$ cat config.mk
export PLATFORM = sky130hd
export DESIGN_NAME = trial_division_prime_test_unit_flat
export DESIGN_NICKNAME = d
export VERILOG_FILES = /design/src/tdp_pkg.sv /design/src/tdp_cand_if.sv /design/src/tdp_res_if.sv /design/src/trial_division_prime_test_unit.sv /design/src/tdp_datapath.sv /design/src/tdp_controller.sv /design/src/flat_wrapper.sv
export SDC_FILE = /design/constraint.sdc
export NUM_CORES = 1
export LEC_CHECK = 0
export ABC_CLOCK_PERIOD_IN_PS = 7370
export BUFFER_PORTS_ARGS = -buffer_cell sky130_fd_sc_hd__buf_2
export CORE_MARGIN = 2
export CORE_UTILIZATION = 55
export CTS_CLUSTER_SIZE = 30
export DETAILED_ROUTE_END_ITERATION = 8
export PLACE_DENSITY = 0.68
export SYNTH_ARGS = -nofsm -noshare
export SYNTH_HDL_FRONTEND = slang
export SYNTH_SLANG_ARGS = --single-unit
$ cat constraint.sdc
create_clock -name i_clk -period 7.37 [get_ports i_clk]
set_input_delay 0.3685 -clock i_clk [delete_from_list [all_inputs] [get_ports i_clk]]
set_output_delay 0.3685 -clock i_clk [all_outputs]
set_load 0.05 [all_outputs]
$ cat src/tdp_pkg.sv
package tdp_pkg;

    localparam int TDP_NUM_WIDTH = 16;

    typedef struct packed {
        logic load;
        logic div_start;
        logic div_step;
        logic next_div;
    } t_dp_cmd;

    typedef struct packed {
        logic lt_two;
        logic sq_gt_num;
        logic div_last;
        logic rem_zero;
    } t_dp_status;

endpackage

$ cat src/tdp_cand_if.sv
interface tdp_cand_if #(
    parameter int NUM_WIDTH = 16
);
    logic                 valid;
    logic                 ready;
    logic [NUM_WIDTH-1:0] candidate;

    modport source (output valid, output candidate, input ready);
    modport sink   (input valid, input candidate, output ready);
endinterface

$ cat src/tdp_res_if.sv
interface tdp_res_if;
    logic valid;
    logic ready;
    logic is_prime;

    modport source (output valid, output is_prime, input ready);
    modport sink   (input valid, input is_prime, output ready);
endinterface

$ cat src/trial_division_prime_test_unit.sv
// Trial-division primality test.
// i_cand (sink) takes one unsigned candidate per item; o_res (source) returns
// one is_prime bit per item, 1 for a prime, in the order the items came in.
// Both channels move an item on a rising edge with valid and ready high.
// Zero and one give 0; two and three give 1 without any trial.
// Work: a load step, then per divisor d = 2, 3, ... while d*d <= n a
// check step, NUM_WIDTH restoring-division steps and a test step, and a
// final step to the output register; there are at most sqrt(n) - 1 trial
// divisors. The shared one-bit-per-cycle remainder unit serves every
// divisor in turn; one item is in work at a time.
// The output register holds a finished result while the receiver stalls;
// the next item is accepted once that result is parked there, and work
// waits in its final cycle only when the register is still full.
// Synchronous active-low reset empties the output and returns to idle.
module trial_division_prime_test_unit
    import tdp_pkg::*;
#(
    parameter int NUM_WIDTH = TDP_NUM_WIDTH
) (
    input  logic    i_clk,
    input  logic    i_rst_n,
    tdp_cand_if.sink   i_cand,
    tdp_res_if.source  o_res
);

    t_dp_cmd    cmd;
    t_dp_status status;

    tdp_controller u_ctrl (
        .i_clk       (i_clk),
        .i_rst_n     (i_rst_n),
        .i_in_valid  (i_cand.valid),
        .o_in_ready  (i_cand.ready),
        .o_out_valid (o_res.valid),
        .i_out_ready (o_res.ready),
        .o_out_prime (o_res.is_prime),
        .o_cmd       (cmd),
        .i_status    (status)
    );

    tdp_datapath #(
        .NUM_WIDTH (NUM_WIDTH)
    ) u_dp (
        .i_clk       (i_clk),
        .i_candidate (i_cand.candidate),
        .i_cmd       (cmd),
        .o_status    (status)
    );

endmodule

$ cat src/tdp_datapath.sv
module tdp_datapath
    import tdp_pkg::*;
#(
    parameter int NUM_WIDTH = TDP_NUM_WIDTH
) (
    input  logic                 i_clk,
    input  logic [NUM_WIDTH-1:0] i_candidate,
    input  t_dp_cmd              i_cmd,
    output t_dp_status           o_status
);

    localparam int SQW  = NUM_WIDTH + 2;
    localparam int CNTW = $clog2(NUM_WIDTH);
    localparam logic [CNTW-1:0] LAST_STEP = CNTW'(NUM_WIDTH - 1);

    logic [NUM_WIDTH-1:0] r_num;
    logic [NUM_WIDTH-1:0] r_div;
    logic [SQW-1:0]       r_sq;
    logic [NUM_WIDTH-1:0] r_shift;
    logic [NUM_WIDTH-1:0] r_rem;
    logic [CNTW-1:0]      r_cnt;

    logic [NUM_WIDTH:0]   rem_sh;
    logic [NUM_WIDTH:0]   rem_sub;
    logic                 rem_ge;
    logic [NUM_WIDTH-1:0] n_rem;

    assign rem_sh  = {r_rem, r_shift[NUM_WIDTH-1]};
    assign rem_ge  = (rem_sh >= {1'b0, r_div});
    assign rem_sub = rem_sh - {1'b0, r_div};
    assign n_rem   = rem_ge ? rem_sub[NUM_WIDTH-1:0] : rem_sh[NUM_WIDTH-1:0];

    always_ff @(posedge i_clk) begin
        if (i_cmd.load) begin
            r_num <= i_candidate;
            r_div <= NUM_WIDTH'(2);
            r_sq  <= SQW'(4);
        end else if (i_cmd.next_div) begin
            r_div <= r_div + NUM_WIDTH'(1);
            r_sq  <= r_sq + SQW'({r_div, 1'b1});
        end

        if (i_cmd.div_start) begin
            r_shift <= r_num;
            r_rem   <= '0;
            r_cnt   <= LAST_STEP;
        end else if (i_cmd.div_step) begin
            r_shift <= {r_shift[NUM_WIDTH-2:0], 1'b0};
            r_rem   <= n_rem;
            r_cnt   <= r_cnt - CNTW'(1);
        end
    end

    assign o_status.lt_two    = (r_num < NUM_WIDTH'(2));
    assign o_status.sq_gt_num = (r_sq > SQW'(r_num));
    assign o_status.div_last  = (r_cnt == '0);
    assign o_status.rem_zero  = (r_rem == '0);

endmodule

$ cat src/tdp_controller.sv
module tdp_controller
    import tdp_pkg::*;
(
    input  logic       i_clk,
    input  logic       i_rst_n,
    input  logic       i_in_valid,
    output logic       o_in_ready,
    output logic       o_out_valid,
    input  logic       i_out_ready,
    output logic       o_out_prime,
    output t_dp_cmd    o_cmd,
    input  t_dp_status i_status
);

    localparam logic [2:0] ST_IDLE   = 3'd0;
    localparam logic [2:0] ST_CHECK  = 3'd1;
    localparam logic [2:0] ST_DIV    = 3'd2;
    localparam logic [2:0] ST_TEST   = 3'd3;
    localparam logic [2:0] ST_FINISH = 3'd4;

    logic [2:0] r_state;
    logic [2:0] n_state;
    logic       r_res;
    logic       n_res;
    logic       r_out_valid;
    logic       n_out_valid;
    logic       r_out_prime;
    logic       n_out_prime;

    always_comb begin
        n_state     = r_state;
        n_res       = r_res;
        n_out_valid = r_out_valid;
        n_out_prime = r_out_prime;
        o_cmd       = '0;
        o_in_ready  = 1'b0;

        if (r_out_valid && i_out_ready) begin
            n_out_valid = 1'b0;
        end

        unique case (r_state)
            ST_IDLE: begin
                o_in_ready = i_rst_n;
                if (i_in_valid && i_rst_n) begin
                    o_cmd.load = 1'b1;
                    n_state    = ST_CHECK;
                end
            end
            ST_CHECK: begin
                if (i_status.lt_two) begin
                    n_res   = 1'b0;
                    n_state = ST_FINISH;
                end else if (i_status.sq_gt_num) begin
                    n_res   = 1'b1;
                    n_state = ST_FINISH;
                end else begin
                    o_cmd.div_start = 1'b1;
                    n_state         = ST_DIV;
                end
            end
            ST_DIV: begin
                o_cmd.div_step = 1'b1;
                if (i_status.div_last) begin
                    n_state = ST_TEST;
                end
            end
            ST_TEST: begin
                if (i_status.rem_zero) begin
                    n_res   = 1'b0;
                    n_state = ST_FINISH;
                end else begin
                    o_cmd.next_div = 1'b1;
                    n_state        = ST_CHECK;
                end
            end
            ST_FINISH: begin
                if (!r_out_valid || i_out_ready) begin
                    n_out_valid = 1'b1;
                    n_out_prime = r_res;
                    n_state     = ST_IDLE;
                end
            end
            default: begin
                n_state = ST_IDLE;
            end
        endcase
    end

    always_ff @(posedge i_clk) begin
        if (!i_rst_n) begin
            r_state     <= ST_IDLE;
            r_out_valid <= 1'b0;
        end else begin
            r_state     <= n_state;
            r_out_valid <= n_out_valid;
        end
        r_res       <= n_res;
        r_out_prime <= n_out_prime;
    end

    assign o_out_valid = r_out_valid;
    assign o_out_prime = r_out_prime;

endmodule

$ cat src/flat_wrapper.sv
// flat-port wrapper written by rule: the top's interface ports become plain ports
module trial_division_prime_test_unit_flat import tdp_pkg::*;
#(
    parameter int NUM_WIDTH = TDP_NUM_WIDTH
)
  (i_clk, i_rst_n, i_cand_valid, i_cand_candidate, i_cand_ready, o_res_valid, o_res_is_prime, o_res_ready);
  tdp_cand_if #(.NUM_WIDTH(NUM_WIDTH)) i_cand_i ();
  tdp_res_if o_res_i ();
  input  logic i_clk;
  input  logic i_rst_n;
  input wire logic [$bits(i_cand_i.valid)-1:0] i_cand_valid;
  input wire logic [$bits(i_cand_i.candidate)-1:0] i_cand_candidate;
  output wire logic [$bits(i_cand_i.ready)-1:0] i_cand_ready;
  output wire logic [$bits(o_res_i.valid)-1:0] o_res_valid;
  output wire logic [$bits(o_res_i.is_prime)-1:0] o_res_is_prime;
  input wire logic [$bits(o_res_i.ready)-1:0] o_res_ready;
  assign i_cand_i.valid = i_cand_valid;
  assign i_cand_i.candidate = i_cand_candidate;
  assign i_cand_ready = i_cand_i.ready;
  assign o_res_valid = o_res_i.valid;
  assign o_res_is_prime = o_res_i.is_prime;
  assign o_res_i.ready = o_res_ready;
  trial_division_prime_test_unit #(.NUM_WIDTH(NUM_WIDTH)) u_core (.i_clk(i_clk), .i_rst_n(i_rst_n), .i_cand(i_cand_i), .o_res(o_res_i));
endmodule
==> metrics.md <==
| Metric | Value |
|---|---|
| DRC Markers | `0` |
| All-Layer GR Usage | `23.0%` |
| Vias in the first global route | `between 4000 and 5000` |
| Routed vias | `approximately 4500` |
| Syn_nets | `slightly below 700` |
| GP Congestion | `0.850` |
| #FFs+latches synth | `just over 90` |
| Net Sw Power | `about 800 uW` |
| Commonest non-fill, non-tap cells in the layout | `dfxtp_1, ha_1, nand2_1` |
| Vias per cell | `slightly below 6` |
| ANT nets after route | `0` |
| VDD IR max | `0.000189 V` |
| Sw Ratio | `between 30% and 40%` |
| Share of layout cells above drive strength 1 | `11.6%` |
| Pleak | `roughly 0.0025 uW` |
| Hold_buf cts | `0` |
| Wirelength per Cell | `between 15 and 20 um` |
| Hold depth | `1` |
| Final setup TNS | `0 ns` |
| Hpwl dp | `9.08 mm` |
| Die area | `11200 um^2` |
| Internal power | `1240 uW` |
| # Post-CTS Setup Buffers | `0` |
| Worst Hold Class | `in2reg` |
| H-tree levels | `3` |
| Fillcell total | `896` |
| Predominant post-synthesis flop cell | `dfxtp_1` |
| Die width | `106 um` |
| CTS tree | `built` |
| Share of the synthesized area in the top cell type | `20.3%` |
| Asr flop ratio synth | `0%` |
| Fin nets | `just under 700` |
| Num ports | `23` |
| Worst EP required | `between 7 and 8 ns` |
| Sequential share of power | `34.0%` |
| TritonRoute pass-1 iters | `4` |
| Tmin final | `between 3 and 4 ns` |
| Input/output buffers | `22` |
| First-pass GRT wire length | `~20 mm` |
| Synth area leader | `dfxtp_1` |
| Clock power frac | `between 10% and 20%` |
| TritonCTS Buffers | `9` |
| Avg Cell Area, Syn | `approximately 9.5 um^2` |
| Commonest non-fill, non-tap cell in the layout | `dfxtp_1` |
| FF/Latch Area | `2180 um^2` |
| Layout Area Growth over Synthesis | `6.87%` |
| Initial drt markers | `just under 300` |
| Area contributors post-synth | `dfxtp_1, edfxtp_1, ha_1, xnor2_1, mux2_2` |
| Clk buf depth | `2` |
| Tcrit/Tclk final | `44.3%` |
| Cell area after synthesis | `between 5000 and 6000 um^2` |
| Slew HR | `~34%` |
| Root buffer cell | `clkbuf_8` |
| Largest net degree at the start of global routing | `35` |
| Worst Max-Slew Pin Slew | `between 0.9 and 1 ns` |
| Worst-path clk slew | `0.10 ns` |
| Crit-path max FO | `33` |
| CP arrival | `3.40 ns` |
| Row cnt | `37` |
| Post-Synthesis Cells | `between 600 and 700` |
| Clk_skew | `~0.011 ns` |
| Area occupied by multi-input gates | `around 3300 um^2` |
| Design Power | `2040 uW` |
| Yosys warning count | `0` |
| Initial antenna violation count | `0` |
| Number of distinct library cells after synthesis | `69` |
| CP Launch Type | `flop` |
| Hold Vio Cnt, Final | `0` |
| Sink Count | `92` |
| GRT overflow | `0` |
| # setup viols final | `0` |
| Max frequency | `306 MHz` |
| Register area share after synthesis | `38.2%` |
| Slew Viols, Final | `0` |
| CTS resizes | `0` |
| Die H | `106 um` |
| R2R depth | `8` |
| Combinational power share | `~50%` |
| Final WL | `between 10 and 15 mm` |
| CP Class | `reg2reg` |
| Worst-Skew Late Latency | `0.38 ns` |
| Inserted Diodes | `0` |
| Status | `completed` |
| Core area | `roughly 10000 um^2` |
| PD cells | `around 330 nW/um^2` |
| Starting density of the core | `55.9%` |
| Maxcap violations | `0` |
| CP Capture Type | `flop` |
| Post-synth EDFFs | `34` |
| RSZ-0062 raised after global routing | `no` |
[kinds of logic after synthesis]
family                   after synthesis  share of synthesized area, %
flip-flops                            92                          38.2
AO/OA/AOI/OAI                        136                          16.8
buffers and inverters                 64                          4.88
XOR/XNOR                              34                          5.21
multiplexers                          33                          6.13
adder cells (fa/ha/maj)               52                          11.6
AND/OR/NAND/NOR                      190                          17.2
[state kept, by name, summed over array words and instances (netlist names)]
register	count
u_core.u_dp.r_sq	18
u_core.u_dp.r_div	16
u_core.u_dp.r_num	16
u_core.u_dp.r_rem	16
u_core.u_dp.r_shift	16
u_core.u_dp.r_cnt	4
u_core.u_ctrl.r_state	3
u_core.u_ctrl.o_out_prime	1
u_core.u_ctrl.o_out_valid	1
u_core.u_ctrl.r_res	1
[power groups by stage]
stage | sequential (uW) | clock (uW) | combinational (uW)
3_5_place_dp | 703 | 0 | 984
4_1_cts | 692 | 363 | 989
2_1_floorplan | 677 | 0 | 874
3_3_place_gp | 701 | 0 | 966
6_report | 694 | 355 | 994
5_1_grt | 705 | 378 | 1100
[layout make-up]
class	instances	share of cell area, %
Tap cell	136	2.78
Clock buffer	10	2.09
Inverter	45	2.76
Timing Repair Buffer	25	2.17
Sequential cell	92	35.7
Clock inverter	6	1.19
Multi-Input combinational cell	445	53.3
[critical path, cell delays in order, from the launching register on]
cell,delay [ns]
edfxtp_1,0.38
inv_1,0.05
ha_1,0.30
nand4_1,0.15
nor4_2,0.37
nand2_1,0.07
or4_1,0.45
o2bb2ai_4,0.81
mux2_2,0.42
[synthesized netlist by cell type (13+ instances only)]
| cell | instances |
|---|---|
| dfxtp_1 | 58 |
| edfxtp_1 | 34 |
| mux2i_1 | 17 |
| ha_1 | 50 |
| nor3_1 | 13 |
| mux2_2 | 16 |
| inv_1 | 45 |
| nor2_1 | 43 |
| xnor2_1 | 26 |
| nand2_1 | 47 |
| a21oi_1 | 35 |
| o21ai_0 | 32 |
| nand3_1 | 16 |
[path summary, 6_finish.rpt]
kind / start / end / slack, ns
max: u_core.u_dp.r_num[13] / u_core.u_dp.r_shift[1] / 4.11
min: i_cand_candidate[12] / u_core.u_dp.r_num[12] / 0.15
max reg2reg: u_core.u_dp.r_num[13] / u_core.u_dp.r_shift[1] / 4.11
min reg2reg: u_core.u_ctrl.r_res / u_core.u_ctrl.o_out_prime / 0.43
[metal layers]
metal | part of all wire (%) | track usage [%] | vias up | routed length (um)
met4 | 2.0 | 9.40 | 0 | 246
li1 | - | - | 2230 | -
met2 | 45 | 36.0 | 96 | 5540
met3 | 4.1 | 4.60 | 20 | 514
met1 | 49 | 31.3 | 2136 | 6120
met5 | 0 | 0 | - | 0
[through the flow]
step                hold WS, ns  area [um^2]  setup slack (ns)  instances  util, %
floorplan                 0.400         5720              3.58        601        -
global placement          0.407         5910              4.24        743     57.8
detailed placement        0.407         5910              4.13        743     57.8
CTS                       0.140         6110              4.12        759     59.7
global route              0.145         6110              3.92        759     59.7
finish                    0.154         6110              4.11        759     59.7
Power figures use the tool's default switching activity.
